[config.mk]
export PLATFORM = sky130hd
export DESIGN_NAME = ggc_step
export DESIGN_NICKNAME = d
export VERILOG_FILES = /design/src/hdl/ggc_pkg.sv /design/src/hdl/ggc_step.sv
export SDC_FILE = /design/constraint.sdc
export NUM_CORES = 1
export LEC_CHECK = 0
export ABC_AREA = 1
export BUFFER_PORTS_ARGS = -buffer_cell sky130_fd_sc_hd__buf_2
export CAP_MARGIN = 10
export CORE_AREA = 2 2 182 184
export DETAILED_ROUTE_END_ITERATION = 8
export DIE_AREA = 0 0 184 186
export PLACE_DENSITY = 0.64
export SYNTH_ARGS = -nofsm -noshare
export SYNTH_HDL_FRONTEND = slang
export SYNTH_SLANG_ARGS = --single-unit
[constraint.sdc]
create_clock -name vclk -period 6.05
set_input_delay 0.3025 -clock vclk [all_inputs]
set_output_delay 0.3025 -clock vclk [all_outputs]
set_load 0.1 [all_outputs]
[src/hdl/ggc_pkg.sv]
// Shared types, constants and tables for the go-to-goal controller.
// No dependencies; the other files except ggc_ifs refer to it by scoped names.
package ggc_pkg;

  localparam int CordicStepsDef = 16;
  localparam int SqrtSteps      = 17;   // one result bit per step, 34-bit radicand
  localparam int SqWidth        = 34;
  localparam int AngWidth       = 32;

  localparam logic signed [AngWidth-1:0] AngPi     = 32'sd52707179;
  localparam logic signed [AngWidth-1:0] AngHalfPi = 32'sd26353589;

  localparam logic [16:0] SpeedMax = 17'd131071;
  localparam logic signed [39:0] RateMin = -40'sd262144;
  localparam logic signed [39:0] RateMax = 40'sd262143;

  localparam logic signed [15:0] GoalXRst = 16'sd1024;
  localparam logic signed [15:0] GoalYRst = 16'sd1024;
  localparam logic [15:0]        TolRst   = 16'd102;

  typedef enum logic [1:0] {
    REG_GOAL_X = 2'd0,
    REG_GOAL_Y = 2'd1,
    REG_TOL    = 2'd2,
    REG_NONE   = 2'd3
  } reg_idx_e;

  localparam logic signed [AngWidth-1:0] AtanTab [24] = '{
    32'sd13176795, 32'sd7778716, 32'sd4110060, 32'sd2086331,
    32'sd1047214,  32'sd524117,  32'sd262123,  32'sd131069,
    32'sd65536, 32'sd32768, 32'sd16384, 32'sd8192, 32'sd4096, 32'sd2048,
    32'sd1024, 32'sd512, 32'sd256, 32'sd128, 32'sd64, 32'sd32, 32'sd16,
    32'sd8, 32'sd4, 32'sd2
  };

  // Front stage result: squares registered before they are summed.
  typedef struct packed {
    logic [SqWidth-1:0]         ax2;
    logic [SqWidth-1:0]         ay2;
    logic [31:0]                tol2;
    logic signed [AngWidth-1:0] cx;
    logic signed [AngWidth-1:0] cy;
    logic signed [AngWidth-1:0] cz;
    logic                       spec;
    logic signed [AngWidth-1:0] sz;
    logic signed [15:0]         hd;
  } front_t;

  // Word carried through the root / CORDIC stages.
  typedef struct packed {
    logic signed [AngWidth-1:0] cx;
    logic signed [AngWidth-1:0] cy;
    logic signed [AngWidth-1:0] cz;
    logic [SqWidth:0]           sn;
    logic [SqWidth:0]           sr;
    logic                       spec;
    logic signed [AngWidth-1:0] sz;
    logic signed [15:0]         hd;
    logic                       arr;
  } pipe_t;

endpackage

[src/hdl/ggc_step.sv]
// One stage: at most one square-root bit and one CORDIC vectoring step.
// Depends on ggc_pkg.
module ggc_step #(
  parameter int StepIdx     = 0,
  parameter int CordicSteps = ggc_pkg::CordicStepsDef
) (
  input  ggc_pkg::pipe_t in_i,
  output ggc_pkg::pipe_t out_o
);
  always_comb begin
    out_o = in_i;
    if (StepIdx < ggc_pkg::SqrtSteps) begin
      // Trial subtract against the current root estimate.
      logic [ggc_pkg::SqWidth:0] bitv, trial;
      bitv  = (ggc_pkg::SqWidth+1)'(1) << (2 * (ggc_pkg::SqrtSteps - 1 - StepIdx));
      trial = in_i.sr + bitv;
      if (in_i.sn >= trial) begin
        out_o.sn = in_i.sn - trial;
        out_o.sr = (in_i.sr >> 1) + bitv;
      end else begin
        out_o.sr = in_i.sr >> 1;
      end
    end
    if (StepIdx < CordicSteps && StepIdx < 24) begin
      if (in_i.cy > 0) begin
        out_o.cx = in_i.cx + (in_i.cy >>> StepIdx);
        out_o.cy = in_i.cy - (in_i.cx >>> StepIdx);
        out_o.cz = in_i.cz + ggc_pkg::AtanTab[StepIdx % 24];
      end else begin
        out_o.cx = in_i.cx - (in_i.cy >>> StepIdx);
        out_o.cy = in_i.cy + (in_i.cx >>> StepIdx);
        out_o.cz = in_i.cz - ggc_pkg::AtanTab[StepIdx % 24];
      end
    end
  end
endmodule

**After elaboration in Yosys (flattened, before gate mapping)**

Index checks and enable logic that the tools add are counted.

- Add/sub/neg operators: 8
- $lt $le $gt $ge: 2
- Muxes and demuxes: 3

Operators with widths:

| cell | count |
|---|---|
| $mux 96 | 1 |
| $mux 35 | 2 |
| $sub 32x32->32 | 2 |
| $add 34x33->35 const B | 1 |
| $add 35x33->35 const B | 1 |
| $ge 35x35->1 | 1 |
| $sub 35x35->35 | 1 |
| $add 32x25->32 const B | 1 |
| $add 32x32->32 | 1 |
| $gt 32x1->1 const B | 1 |
| $sub 32x25->32 const B | 1 |

- Bits in registers: 0
- Input port bits: 216
- Output and inout port bits: 216
- Word-level logic and storage cells: 13

**Logic depth before layout (Yosys ltp)**

- Word-level depth: 3
- Mapped depth: 17
- Mapped depth without buffers: 16

**Worst setup path after synthesis**

Ideal clock, no wire load.

- Kind: in2out
- From: input port in_i[161] (netlist bit)
- To: output port out_o[146] (netlist bit)
- Arrival time: 4026 ps
- Data required time: 5747 ps
- Setup slack: 1721 ps
- Cell stages on the path: 16
- Path buffers: 2
- Cell sequence: inv_1 > nand4_1 > nor3_1 > a21oi_1 > buf_2 > buf_1 > ha_1 > a21oi_1 > nand2_1 > nand2_1 > nand2_1 > a21oi_1 > inv_1 > nand2_1 > nand3_1 > xor2_1

RTL lines:

| item | RTL line | RTL |
|---|---|---|
| from (decl) | ggc_step.sv:7 | `input ggc_pkg::pipe_t in_i,` |
| to (decl) | ggc_step.sv:8 | `output ggc_pkg::pipe_t out_o` |

==> reports/metrics.yaml <==
start_util_pct: 39.56
fin_cells: 3153
worst_pin_slew_ns: 0.7950
nFillCells: 3701
gp_congestion: 0.9819
p_sw_mw: 2.426
ir_worst_vdd_mv: 0.2302
cp-startpoint: "in_i[152]"
critPathRequiredTime_ns: 5.75
die-area_sq_um: 34220
power_frac_seq_pct: 0
syn_avg_cell_area_sq_um: 5.016
final_cell_mix: "897 x nand2_1, 456 x inv_1, 332 x buf_2"
via_count: 16430
internal_power_mw: 0.5603
worstSetupPathType: "primary input to primary output"
setup_viol_count_final: 0
end_kind: "primary output"
cpMostUsedCell: "nand2_1"
flops_and_latches: 0
wirelength_um: 52260
whs_ns: 0.6050
relSlewSlack_pct: 47.00
max_stage_delay_ns: 0.52
worstSetupStartpointType: "primary input"
ys_warn_count: 0
powerDensity_nw_per_um2: 212.1
cp_max_fo: 18
yosysUniqueCellTypes: 36
rsz0062_at_grt: "no"
p_total_mw: 2.986
die_h_um: 186
crit_buf_inv: 3
nets: 3127
status: "finished clean"
period_needed_ns: 4.105
hold_path.class: "primary input to primary output"
path_cells: "buf_2 -> nor3_1 -> nand4_1 -> nor3_1 -> nand2_1 -> nand2_4 -> ha_1 -> nand3_1 -> nand2_1 -> nand2_1 -> nand2_1 -> a21oi_1 -> inv_1 -> nand2_1 -> nand3_1 -> xor2_1 -> buf_2"
grtUsageTotal_pct: 28.89
syn_nets: 2921
wl_per_cell_um: 16.58
syn_to_final_growth_pct: 10.48
p_clk_share_pct: 0
p_comb_share_pct: 100.0
ios: 432
antenna_found_initial: 1
arrival_ns: 3.80
postCtsHoldBufs: 0
finalHoldViolations: 0
max_freq_mhz: 243.6
die_w_um: 184
period_share_pct: 67.85
switching_share_pct: 81.24
ant_nets: 0
setup_tns_ns: 0
fp-row-count: 66
register_area_sq_um: 0
clkbuf_count: 0
post_cts_buffers: 0
maxCapViolations: 0
grt_pass1_wl_um: 78580
maxSlewViolCount: 0
drive_above_1_share_pct: 12.76
grt_max_degree: 72
grt_pass1_vias: 15050
core_area_sq_um: 32210
yosysSeqAreaShare_pct: 0
multi_input_area_sq_um: 10160
cts.repair.resized: 0
path_delay_family: "simple AND/OR/NAND/NOR gates"
hpwl_um: 45440
synthesis.area_sq_um: 12740
drtPass1Iterations: 6
hp-start: "in_i[5]"
crit_slowest_cell: "nor3_1"
final_common_cell: "nand2_1"
fin_util_pct: 43.71
via_per_inst: 5.212
dp.cells: 3152
grt_overflow: 0
p_leak_nw: 8.938
first_iter_violations: 1411
numPortBuffers: 332
drc: 0
synthCells: 2540
[cell usage after synthesis (7+ instances only)]
master,n,area (sq um)
a21o_1,8,60.06
a21oi_1,155,775.7
buf_2,35,175.2
buf_4,87,653.1
ha_1,160,2002
inv_1,456,1712
nand2_1,897,3367
nand3_1,216,1081
nand3b_1,7,52.55
nand4_1,34,212.7
nor2_1,204,765.7
nor3_1,28,140.1
o21ai_0,111,555.5
o21bai_1,26,195.2
xnor2_1,7,61.31
xor2_1,67,586.8
[metal layers]
layer  up-vias  wire, um  global-route usage (%)
li1       8234         -                       -
met1      7342     21980                   36.59
met2       769     24830                   52.17
met3        88      3670                   1.507
met4         0      1785                   9.632
met5         -         0                       0
[final cells by class]
| class | count | area share, % |
|---|---|---|
| multi-input cells | 1952 | 72.19 |
| diodes | 1 | 0.01778 |
| inverters | 457 | 12.20 |
| repair buffers | 335 | 11.96 |
| well taps | 408 | 3.627 |
[worst paths after layout]
kind | endpoint | slack, ns | cells past startpoint
setup / recovery | out_o[146] | 1.94 | 17
hold / removal | out_o[5] | 0.61 | 0
[metrics by stage]
step,instance area [sq um],setup WS (ns)
floorplan,12740,1.721
global placement,14070,2.148
detailed placement,14070,2.055
CTS,14070,2.044
global route,14080,1.749
finish,14080,1.945
[cell families after synthesis]
family                   count (synthesis)  synth area share, %
XOR/XNOR                                74                5.087
adder cells (fa/ha/maj)                165                16.50
AO/OA/AOI/OAI                          307                12.85
buffers and inverters                  588                20.38
AND/OR/NAND/NOR                       1406                45.18
[power groups by stage]
| stage | Clock [mW] | Combinational [mW] | Sequential (mW) |
|---|---|---|---|
| after detailed placement | 0 | 2.96 | 0 |
| after global routing | 0.0000000222 | 3.16 | 0 |
| final | 0.0000000223 | 2.99 | 0 |
| after global placement | 0 | 2.95 | 0 |
| after floorplan | 0 | 2.53 | 0 |
| after CTS | 0 | 2.97 | 0 |
No activity file was read; power rests on OpenSTA's default activity.
