==> src/hdl/ggc_pkg.sv <==
// Shared types, constants and tables for the go-to-goal controller.
// No dependencies; the other files except ggc_ifs refer to it by scoped names.
package ggc_pkg;

  localparam int CordicStepsDef = 16;
  localparam int SqrtSteps      = 17;   // one result bit per step, 34-bit radicand
  localparam int SqWidth        = 34;
  localparam int AngWidth       = 32;

  localparam logic signed [AngWidth-1:0] AngPi     = 32'sd52707179;
  localparam logic signed [AngWidth-1:0] AngHalfPi = 32'sd26353589;

  localparam logic [16:0] SpeedMax = 17'd131071;
  localparam logic signed [39:0] RateMin = -40'sd262144;
  localparam logic signed [39:0] RateMax = 40'sd262143;

  localparam logic signed [15:0] GoalXRst = 16'sd1024;
  localparam logic signed [15:0] GoalYRst = 16'sd1024;
  localparam logic [15:0]        TolRst   = 16'd102;

  typedef enum logic [1:0] {
    REG_GOAL_X = 2'd0,
    REG_GOAL_Y = 2'd1,
    REG_TOL    = 2'd2,
    REG_NONE   = 2'd3
  } reg_idx_e;

  localparam logic signed [AngWidth-1:0] AtanTab [24] = '{
    32'sd13176795, 32'sd7778716, 32'sd4110060, 32'sd2086331,
    32'sd1047214,  32'sd524117,  32'sd262123,  32'sd131069,
    32'sd65536, 32'sd32768, 32'sd16384, 32'sd8192, 32'sd4096, 32'sd2048,
    32'sd1024, 32'sd512, 32'sd256, 32'sd128, 32'sd64, 32'sd32, 32'sd16,
    32'sd8, 32'sd4, 32'sd2
  };

  // Front stage result: squares registered before they are summed.
  typedef struct packed {
    logic [SqWidth-1:0]         ax2;
    logic [SqWidth-1:0]         ay2;
    logic [31:0]                tol2;
    logic signed [AngWidth-1:0] cx;
    logic signed [AngWidth-1:0] cy;
    logic signed [AngWidth-1:0] cz;
    logic                       spec;
    logic signed [AngWidth-1:0] sz;
    logic signed [15:0]         hd;
  } front_t;

  // Word carried through the root / CORDIC stages.
  typedef struct packed {
    logic signed [AngWidth-1:0] cx;
    logic signed [AngWidth-1:0] cy;
    logic signed [AngWidth-1:0] cz;
    logic [SqWidth:0]           sn;
    logic [SqWidth:0]           sr;
    logic                       spec;
    logic signed [AngWidth-1:0] sz;
    logic signed [15:0]         hd;
    logic                       arr;
  } pipe_t;

endpackage

==> src/hdl/ggc_back.sv <==
// Back stage: root rounding, bearing error scaling, rounding and saturation.
// Depends on ggc_pkg.
module ggc_back (
  input  ggc_pkg::pipe_t     in_i,
  output logic [16:0]        speed_o,
  output logic signed [18:0] rate_o
);
  logic [ggc_pkg::SqWidth:0] root;
  logic signed [31:0]        bz;
  logic signed [39:0]        err, rnd;

  always_comb begin
    // Round to nearest: bump when the remainder exceeds the root.
    root    = in_i.sr + {{ggc_pkg::SqWidth{1'b0}}, (in_i.sn > in_i.sr)};
    speed_o = (root > {{(ggc_pkg::SqWidth-16){1'b0}}, ggc_pkg::SpeedMax}) ?
              ggc_pkg::SpeedMax : root[16:0];

    bz  = in_i.spec ? in_i.sz : in_i.cz;
    err = (40'(bz) - (40'(in_i.hd) <<< 11)) <<< 2;
    rnd = (err + 40'sd1024) >>> 11;
    if (rnd < ggc_pkg::RateMin) begin
      rate_o = ggc_pkg::RateMin[18:0];
    end else if (rnd > ggc_pkg::RateMax) begin
      rate_o = ggc_pkg::RateMax[18:0];
    end else begin
      rate_o = rnd[18:0];
    end
  end
endmodule

==> config.mk <==
export PLATFORM = sky130hd
export DESIGN_NAME = ggc_back
export DESIGN_NICKNAME = d
export VERILOG_FILES = /design/src/hdl/ggc_pkg.sv /design/src/hdl/ggc_back.sv
export SDC_FILE = /design/constraint.sdc
export NUM_CORES = 1
export LEC_CHECK = 0
export ABC_AREA = 1
export BUFFER_PORTS_ARGS = -buffer_cell sky130_fd_sc_hd__buf_4
export CORE_MARGIN = 2
export CORE_UTILIZATION = 44
export DETAILED_ROUTE_END_ITERATION = 7
export PLACE_DENSITY_LB_ADDON = 0.12
export REMOVE_ABC_BUFFERS = 1
export SLEW_MARGIN = 30
export SYNTH_ARGS = -nofsm -noshare
export SYNTH_HDL_FRONTEND = slang
export SYNTH_SLANG_ARGS = --single-unit
==> constraint.sdc <==
create_clock -name vclk -period 4.9
set_input_delay 0.98 -clock vclk [all_inputs]
set_output_delay 0.98 -clock vclk [all_outputs]
set_load 0.005 [all_outputs]
# After elaboration in Yosys (flattened, before gate mapping)
# Cells that the tools add are included.
# word_totals
memories	0
word_cells	11
rom_bits	0
latch_bits	0
out_inout_bits	36
regBits	0
mem_bits_rw	0
input_bits	216
# classes
n_mul	0
addsub	3
muxes	4
n_div	0
n_reduce_logical	0
eq_ne	0
bitwise_logic	0
n_shift	0
magnitude_cmp	4
# op_table
operator	n
19-bit 2-to-1 mux	2
35-bit by 12-bit adder with 36-bit output, second input constant	1
35-bit by 1-bit adder with 35-bit output	1
35-bit by 17-bit > comparator with 1-bit output, second input constant	1
35-bit > comparator	1
32-bit by 27-bit subtractor with 33-bit output	1
32-bit 2-to-1 mux	1
25-bit by 19-bit > comparator with 1-bit output, second input constant	1
25-bit by 19-bit < comparator with 1-bit output, second input constant	1
17-bit 2-to-1 mux	1

# Depth between registers and ports, before layout
# logic_depth
depth_word	6
ltp_mapped	31
depth_no_buf	30

# Worst setup path after synthesis
# No wires, ideal clock.
# synth_path
path_type	input -> output
startpoint	input port in_i[68] (netlist bit)
endpoint	output port speed_o[10]
t_required_ns	3.920
n_path_buf	1
arrival_ns	4.156
setup_slack_ns	-0.236
cell_stages	29
cell_sequence	inv_1 ha_1 nand2_1 nor4_1 nand2_1 o211ai_1 nand2_1 nand2_1 nand4_1 nand2_1 nand2_1 inv_1 ha_1 ha_1 nand2_1 nor2_1 nand2_2 nor2_4 nand3_2 nor2_1 nand2_1 nor3_2 nand4_1 xor2_1 nor2_1 nand2_1 nor2_4 buf_6 nand4_1
# synth_via
elab_chain_cells	4
# synth_lines
element	line_no	rtl
from (decl)	ggc_back.sv:4	input ggc_pkg::pipe_t in_i,
35-bit > comparator	ggc_back.sv:14	root = in_i.sr + {{ggc_pkg::SqWidth{1'b0}}, (in_i.sn > in_i.sr)};
35-bit by 1-bit adder with 35-bit output (*)	ggc_back.sv:14	
35-bit by 17-bit > comparator with 1-bit output	ggc_back.sv:15	speed_o = (root > {{(ggc_pkg::SqWidth-16){1'b0}}, ggc_pkg::SpeedMax}) ?
17-bit 2-to-1 mux (*)	ggc_back.sv:15	
to (decl)	ggc_back.sv:5	output logic [16:0] speed_o,
# Every way passes the cells marked *; elsewhere a longest branch is shown, timed or not.

# Worst setup path after layout
# layout_path
startpoint	input port in_i[58] (netlist bit)
endpoint	output port speed_o[8]
# Same word-level chain as after synthesis.

==> run summary <==
Hold Startpoint: in_i[61]
Iteration-0 DRC Markers: 274
Initial core utilization: 45.63%
Pre-Repair DR Iteration Count: 5
Req. time, crit path: 3920 ps
Io pins: 252
Largest family of logic cells by synthesized area: simple AND/OR/NAND/NOR gates
Avg Vias per Cell: 5.180
Vias in the first global route: 6631
Fin crit share: 120.3%
First-pass GRT wire length: 28680 µm
Final Critical Period: 5894 ps
Remaining DRCs: 0
Slowest stage delay, CP: 280 ps
Final hold viol count: 0
Setup crit start kind: input pin
Dominant cell type by area after synthesis: nand2_1
Top post-synthesis cells by area: nand2_1, ha_1, inv_1
Warnings, synthesis: 0
Most frequent cells after synthesis: nand2_1, inv_1, ha_1
Tot GR Track Use: 30.13%
Max Slew Vio Count: 0
Final GP Congestion: 0.9081
Wire per inst: 14.95 µm
CP Class: in -> out
Fmax: 169.7 MHz
Compound-gate portion of the synthesized area: 9.239%
Synth-to-layout area growth: 72.70%
Pwr per Cell Area: 133.9 nW/µm²
Die ar.: 11650 µm²
Largest net degree at the start of global routing: 19
CP Launch Point: in_i[58]
Core Util, Final: 78.81%
Synthesized area: 4753 µm²
Worst path arrival time: 4910 ps
Num sequential: 0
Post-DP HPWL: 13550 µm
Top-count cell post-synth: nand2_1
Slew headroom: 71.04%
Register area: 0 µm²
Max-Cap Viols: 0
Hold Path End: speed_o[11]
Final hold slack: 2458 ps
Initial antenna violation count: 0
Hold Path Depth: 5
Synth Instances: 853
Worst Max-Slew Pin Slew: 430.4 ps
Syn avg cell area: 5.572 µm²
Synth top area share: 21.72%
Hold Path Class: in -> out
P_leak: 4.417 nW
Hold_buf cts: 0
Failing checks: negative setup slack
Post-Route Setup TNS: -18830 ps
Core ar.: 10420 µm²
Grt ovf: 0
Adder-Cell Fraction of Synth Area: 15.95%
Endpoints failing setup: 35
ANT cells: 0
Post-Layout Inst Area: 8209 µm²
Via count: 6879
Synth cell types: 41
PortBufs: 171
Die height: 107.9 µm
Outcome: finished with violations
Post-Route WL: 19850 µm
Nets: 1470
CP Capture Type: output pin
Worst IR drop on VDD: 0.1133 mV
RSZ-0062 raised after global routing: true
CP dominant cell by count: nand2_1
Layout cell share with drive strength beyond 1: 45.81%
Mux cell area share after synthesis: 0.2106%
Crit path max-delay cell type: ha_4
Max FO, Critical Path: 7
Die Width: 107.9 µm
Worst setup margin: -993.7 ps
Clkbuf count: 0
Synth Area in Simple Gates: 52.91%
ANT nets after route: 0
Placed inst area: 7227 µm²
# rows: 37
Post-synthesis xor/xnor area fraction: 8.107%
Register area share after synthesis: 0%
## per-layer routing
| layer | track usage, % | routed length [µm] | up-vias |
|---|---|---|---|
| li1 | - | - | 3430 |
| met1 | 31.87 | 7193 | 3096 |
| met2 | 58.67 | 10190 | 276 |
| met3 | 6.510 | 1560 | 77 |
| met4 | 9.615 | 910 | 0 |
| met5 | 0 | 0 | - |
## kinds of logic after synthesis
family	count (synthesis)
compound gates	73
xor+xnor	44
fa+ha+maj	60
buf+inv	163
mux	1
simple gates	512
## placed cells by master, fill, tap and decap left out, types with 8 or more instances in the layout
cell / instances
buf_4: 313
nand2_1: 256
inv_1: 123
nor2_1: 42
nand2_2: 41
nand4_1: 41
xor2_1: 40
nand3_1: 35
ha_1: 33
a21oi_1: 28
buf_6: 23
inv_2: 21
a21oi_2: 21
nor2_4: 20
ha_4: 20
nor3_1: 16
nor2_2: 14
nand3_2: 14
nand2_4: 12
inv_4: 8
o21ai_0: 8
## power by group
group          internal, mW  switching (mW)
clock network             0               0
registers                 0               0
logic                 0.516           0.584
## critical path, delay by kind of cell
family	cells	cell delay, ps
buffers and inverters	5	540
AO/OA/AOI/OAI	1	100
AND/OR/NAND/NOR	23	2540
adder cells (fa/ha/maj)	3	560
XOR/XNOR	1	170
## final cells by class
type                            instances  area, µm²
Tap cell                              136      170.2
Inverter                              153      599.3
Timing Repair Buffer                  346       2764
Multi-Input combinational cell        693       4676
Fill cell                             782       2207
## through the flow
stage	power (mW)	cells	setup WS (ps)
2_1_floorplan	0.5040	843	-257.6
3_3_place_gp	0.8639	1292	-813.8
3_5_place_dp	0.8793	1292	-891.5
4_1_cts	1.019	1315	-565.6
5_1_grt	1.199	1328	-1115
6_report	1.100	1328	-993.7
## worst max path at each step
stage | endpoint | cells after the start
floorplan | speed_o[0] | 26
global placement | speed_o[6] | 32
detailed placement | speed_o[8] | 30
CTS | speed_o[8] | 33
global route | speed_o[8] | 33
finish | speed_o[8] | 33
## what timing repair did
action | CTS | global route
cloned | 3 | 4
gates resized for setup | 106 | 58
endpoints found under the hold margin | 0 | 0
pin swaps | 27 | 23
buffers inserted | 20 | 13
setup endpoints to repair | 35 | 36
Power figures use the tool's default switching activity.
