===== config.mk =====
export PLATFORM = sky130hd
export DESIGN_NAME = ggc_front
export DESIGN_NICKNAME = d
export VERILOG_FILES = /design/src/hdl/ggc_pkg.sv /design/src/hdl/ggc_front.sv
export SDC_FILE = /design/constraint.sdc
export NUM_CORES = 2
export LEC_CHECK = 0
export BUFFER_PORTS_ARGS = -buffer_cell sky130_fd_sc_hd__buf_2
export CELL_PAD_IN_SITES_DETAIL_PLACEMENT = 1
export CELL_PAD_IN_SITES_GLOBAL_PLACEMENT = 1
export CORE_MARGIN = 4
export CORE_UTILIZATION = 47
export DETAILED_ROUTE_END_ITERATION = 6
export MAX_ROUTING_LAYER = met4
export PLACE_DENSITY_LB_ADDON = 0.1
export SETUP_SLACK_MARGIN = 0.02
export SLEW_MARGIN = 40
export SYNTH_ARGS = -nofsm -noshare
export SYNTH_HDL_FRONTEND = slang
export SYNTH_SLANG_ARGS = --single-unit

===== constraint.sdc =====
create_clock -name vclk -period 15.6
set_clock_uncertainty 0.05 [all_clocks]
set_input_delay 3.12 -clock vclk [all_inputs]
set_output_delay 3.12 -clock vclk [all_outputs]
set_load 0.02 [all_outputs]

===== src/hdl/ggc_pkg.sv =====
// Shared types, constants and tables for the go-to-goal controller.
// No dependencies; the other files except ggc_ifs refer to it by scoped names.
package ggc_pkg;

  localparam int CordicStepsDef = 16;
  localparam int SqrtSteps      = 17;   // one result bit per step, 34-bit radicand
  localparam int SqWidth        = 34;
  localparam int AngWidth       = 32;

  localparam logic signed [AngWidth-1:0] AngPi     = 32'sd52707179;
  localparam logic signed [AngWidth-1:0] AngHalfPi = 32'sd26353589;

  localparam logic [16:0] SpeedMax = 17'd131071;
  localparam logic signed [39:0] RateMin = -40'sd262144;
  localparam logic signed [39:0] RateMax = 40'sd262143;

  localparam logic signed [15:0] GoalXRst = 16'sd1024;
  localparam logic signed [15:0] GoalYRst = 16'sd1024;
  localparam logic [15:0]        TolRst   = 16'd102;

  typedef enum logic [1:0] {
    REG_GOAL_X = 2'd0,
    REG_GOAL_Y = 2'd1,
    REG_TOL    = 2'd2,
    REG_NONE   = 2'd3
  } reg_idx_e;

  localparam logic signed [AngWidth-1:0] AtanTab [24] = '{
    32'sd13176795, 32'sd7778716, 32'sd4110060, 32'sd2086331,
    32'sd1047214,  32'sd524117,  32'sd262123,  32'sd131069,
    32'sd65536, 32'sd32768, 32'sd16384, 32'sd8192, 32'sd4096, 32'sd2048,
    32'sd1024, 32'sd512, 32'sd256, 32'sd128, 32'sd64, 32'sd32, 32'sd16,
    32'sd8, 32'sd4, 32'sd2
  };

  // Front stage result: squares registered before they are summed.
  typedef struct packed {
    logic [SqWidth-1:0]         ax2;
    logic [SqWidth-1:0]         ay2;
    logic [31:0]                tol2;
    logic signed [AngWidth-1:0] cx;
    logic signed [AngWidth-1:0] cy;
    logic signed [AngWidth-1:0] cz;
    logic                       spec;
    logic signed [AngWidth-1:0] sz;
    logic signed [15:0]         hd;
  } front_t;

  // Word carried through the root / CORDIC stages.
  typedef struct packed {
    logic signed [AngWidth-1:0] cx;
    logic signed [AngWidth-1:0] cy;
    logic signed [AngWidth-1:0] cz;
    logic [SqWidth:0]           sn;
    logic [SqWidth:0]           sr;
    logic                       spec;
    logic signed [AngWidth-1:0] sz;
    logic signed [15:0]         hd;
    logic                       arr;
  } pipe_t;

endpackage


===== src/hdl/ggc_front.sv =====
// Front stage: goal offsets, squares, tolerance square, CORDIC pre-rotation.
// Depends on ggc_pkg.
module ggc_front (
  input  logic signed [15:0] goal_x_i,
  input  logic signed [15:0] goal_y_i,
  input  logic [15:0]        tol_i,
  input  logic signed [15:0] pos_x_i,
  input  logic signed [15:0] pos_y_i,
  input  logic signed [15:0] heading_i,
  output ggc_pkg::front_t    front_o
);
  logic signed [16:0] dx, dy;
  logic [16:0]        ax, ay;
  logic signed [31:0] x0, y0;

  always_comb begin
    dx = {goal_x_i[15], goal_x_i} - {pos_x_i[15], pos_x_i};
    dy = {goal_y_i[15], goal_y_i} - {pos_y_i[15], pos_y_i};
    ax = dx[16] ? 17'(-dx) : 17'(dx);
    ay = dy[16] ? 17'(-dy) : 17'(dy);
    x0 = {{3{dx[16]}}, dx, 12'b0};
    y0 = {{3{dy[16]}}, dy, 12'b0};

    front_o.ax2  = 34'(ax) * 34'(ax);
    front_o.ay2  = 34'(ay) * 34'(ay);
    front_o.tol2 = 32'(tol_i) * 32'(tol_i);
    front_o.hd   = heading_i;

    // Rotate into the right half plane.
    if (dx[16]) begin
      front_o.cx = -x0;
      front_o.cy = -y0;
      front_o.cz = dy[16] ? -ggc_pkg::AngPi : ggc_pkg::AngPi;
    end else begin
      front_o.cx = x0;
      front_o.cy = y0;
      front_o.cz = '0;
    end

    // Offsets on an axis bypass the CORDIC result.
    front_o.spec = (dy == '0) || (dx == '0);
    if (dy == '0) begin
      front_o.sz = dx[16] ? ggc_pkg::AngPi : '0;
    end else begin
      front_o.sz = dy[16] ? -ggc_pkg::AngHalfPi : ggc_pkg::AngHalfPi;
    end
  end
endmodule


After elaboration in Yosys (flattened, before gate mapping)
Cells that the tools add are included.
- add/sub/neg operators: 6
- multiply operators: 3
- div/mod/pow operators: 0
- magnitude comparators: 0
- equal/unequal tests: 0
- shifts and indexed selects: 0
- muxes and demuxes: 7
- bitwise operators: 0
- reduce and logical (&&, ||, !) cells: 3
- operators by type and width (cell ; number):
    2-to-1 mux 32 bit ; 3
    2-to-1 mux 96 bit ; 1
    multiplier 17 x 17 -> 34 bit ; 2
    negator 29 -> 32 bit ; 2
    logical NOT 17 bit ; 2
    2-to-1 mux 17 bit ; 2
    negator 17 bit ; 2
    subtractor 16 x 16 -> 17 bit ; 2
    multiplier 16 x 16 -> 32 bit ; 1
    2-to-1 mux 26 bit ; 1
    logical OR 1 bit ; 1
- bits in registers: 0
- latch bits: 0
- bits in writable memories: 0
- bits in read-only memories: 0
- input port bits: 96
- output and inout port bits: 245
- logic and storage cells: 19
- memories kept: 0

Longest topological paths before layout
- depth in word-level cells: 4
- gate-level depth with buffers: 39

Worst setup path after synthesis
Ideal clock, no wire load.
- path kind: input port to output port
- start point: input port goal_y_i[0]
- end point: output port front_o[202] (netlist bit)
- arrival time: 11.511 ns
- data required time: 12.430 ns
- slack: 0.919 ns
- stages on the path: 32
- path buffers: 1
- cells stage by stage: inv_1 > ha_1 > fa_1 > xor2_1 > nand2_1 > a2111oi_1 > and3_1 > nand3b_1 > nor4b_1 > ha_1 > inv_1 > clkbuf_1 > nor2_1 > inv_1 > fa_1 > fa_1 > inv_1 > fa_1 > fa_1 > fa_1 > inv_1 > fa_1 > inv_1 > ha_1 > nand2_1 > or3b_2 > a31oi_1 > nor2_1 > o21ai_0 > a21o_1 > a21oi_1 > xnor2_1
- RTL lines (item ; line ; RTL):
    from (decl) ; ggc_front.sv:5 ; input logic signed [15:0] goal_y_i,
    to (decl) ; ggc_front.sv:10 ; output ggc_pkg::front_t front_o

==> results.tsv <==
stage	metric	value	unit
synth	Mapped Area	26900	sq um
synth	Ys Warns	0	
sta	final setup vio count	0	
cells_and_area	design area	29100	sq um
route	post-route DRC violation count	0	
global_routing	gr ovfl total	0	
sta	Rel. slew slack	0.561	
route	post-DR wirelength/cell	18.4	um
cells_and_area	Layout Nets	4378	
sta	Final Cycle Share	0.979	
die	Core ar.	56500	sq um
placed_design	Detailed Place HPWL	68500	um
placed_design	GPL Wtd Cong	0.914	
worst_setup_path	CP delay by family, top	adder cells	
die	# rows	87	
worst_setup_path	WP data arrival	12100	ps
sta	Final min period	15270	ps
placed_design	# port buffers	279	
worst_hold_path	WHS Path Cells	0	
route	Vias	21200	
synth	Cells after Synth	3161	
global_routing	initial antenna violation count	1	
flow_run	# Max-Cap Violations	0	
sta	Slew Limit Fails	0	
die	die width	247	um
route	DR iter-0 viols	663	
route	1st-pass router iterations	5	
die	Initial Utilization	0.476	
die	Die H	247	um
synth	Synth area leader	fa_1	
synth	syn avg cell area	8.51	sq um
worst_hold_path	hold_sp	heading_i[14]	
global_routing	GRT Total Usage	0.258	
cts	CTS Hold Bufs	0	
cells_and_area	multi-input logic area	23000	sq um
cells_and_area	Post-Layout Cell Count	4141	
synth	post-synthesis sequential area ratio	0	
cells_and_area	Sequential cell area	0	sq um
global_routing	vias in the first global route	24400	
sta	Hold Vio Cnt, Final	0	
cells_and_area	Layout area overhead	8.26	%
worst_setup_path	crit path launch type	primary input	
sta	RSZ-0062 raised after global routing	true	
synth	Yosys cell types	93	
route	Post-DRT Antenna Nets	0	
worst_setup_path	maximum fanout along the worst path	10	
worst_setup_path	CP most frequent cell	fa_1	
worst_setup_path	worst path bufs/invs	10	
worst_hold_path	Min-Delay Path Class	in -> out	
worst_setup_path	crit-path max cell delay	540	ps
cells_and_area	final-layout fill cell count	6863	
cells_and_area	commonest cells after routing, fill and taps aside	inv_1 (829), fa_1 (548), ha_1 (346)	
status	status	completed	
cells_and_area	Inserted Diodes	0	
global_routing	first-pass GRT wire length	125000	um
cells_and_area	most common cell after layout, fill and taps aside	inv_1	
sta	Tightest Pin Transition	658	ps
placed_design	Placed Area	28900	sq um
synth	top cell type's share of synthesized area	0.408	
worst_setup_path	Data required, critical path	12430	ps
sta	FMAX	65.5	MHz
worst_hold_path	hold endpoint	front_o[14]	
global_routing	largest net degree at the start of global routing	19	
sta	WHS	6190	ps
die	die area	61100	sq um
synth	largest cells by area after synthesis	fa_1 (41%), ha_1 (16%), inv_1 (12%)	
route	Post-Route WL	76200	um
worst_setup_path	Critical Path Sink Type	output port	
cells_and_area	share of cells above drive strength 1	0.133	
worst_setup_path	kind of critical path	in -> out	
worst_setup_path	worst-path cell with the longest stage delay	fa_1	
cells_and_area	post-layout util	0.516	
die	Top Ports	341	
cells_and_area	number of sequential cells	0	
cells_and_area	clock buf count	0	
route	Vias/cell	5.13	
placed_design	dpl cells	4135	
==> per-stage QoR <==
step	worst slack [ps]	TNS, ps
after floorplan	919	0
after global placement	-158	-389
after detailed placement	-359	-1690
after CTS	22.6	0
after global routing	16.6	0
final	325	0
==> Yosys cell counts (all sizes together), types with 38 or more instances <==
master  number
fa         548
a21o        53
buf        132
clkbuf      38
o21ai       62
ha         347
xor2        64
and2        61
nand2      268
inv        843
xnor2      104
nor2       233
a21oi       93
==> layout make-up <==
cell class,count,area share
multi-input combinational,2183,0.790
inverter,848,0.110
tap,756,0.0325
timing repair buffer,354,0.0678
==> layer usage <==
layer / GRT usage / share of wire
met1: 0.331 / 0.43
met2: 0.472 / 0.52
met3: 0.00737 / 0.032
met4: 0.0340 / 0.016
met5: - / 0
==> worst max-delay path by stage <==
stage	slack, ps	depth (start not counted)	to	start
floorplan	920	32	front_o[202]	goal_y_i[0]
global placement	-160	34	front_o[202]	pos_y_i[4]
detailed placement	-360	34	front_o[202]	pos_y_i[4]
CTS	20	36	front_o[208]	goal_y_i[0]
global route	20	38	front_o[244]	goal_x_i[0]
finish	330	37	front_o[202]	goal_y_i[0]
==> cells by family after synthesis <==
| group | after synthesis | synth area share |
|---|---|---|
| multiplexers | 5 | 0.00191 |
| AND/OR/NAND/NOR | 725 | 0.123 |
| XOR/XNOR | 168 | 0.0580 |
| adder cells (fa/ha/maj) | 895 | 0.569 |
| other | 2 | 0.000279 |
| buffers and inverters | 1018 | 0.158 |
| AO/OA/AOI/OAI | 348 | 0.0892 |
==> timing repair <==
action | in CTS | in global routing
setup buffers | 0 | 6
resized for setup | 6 | 42
pin swaps | 0 | 7
setup endpoints to repair | 7 | 12
Power is not shown: default switching activity piles up to over one toggle a cycle in this logic, so the estimate is an artifact.
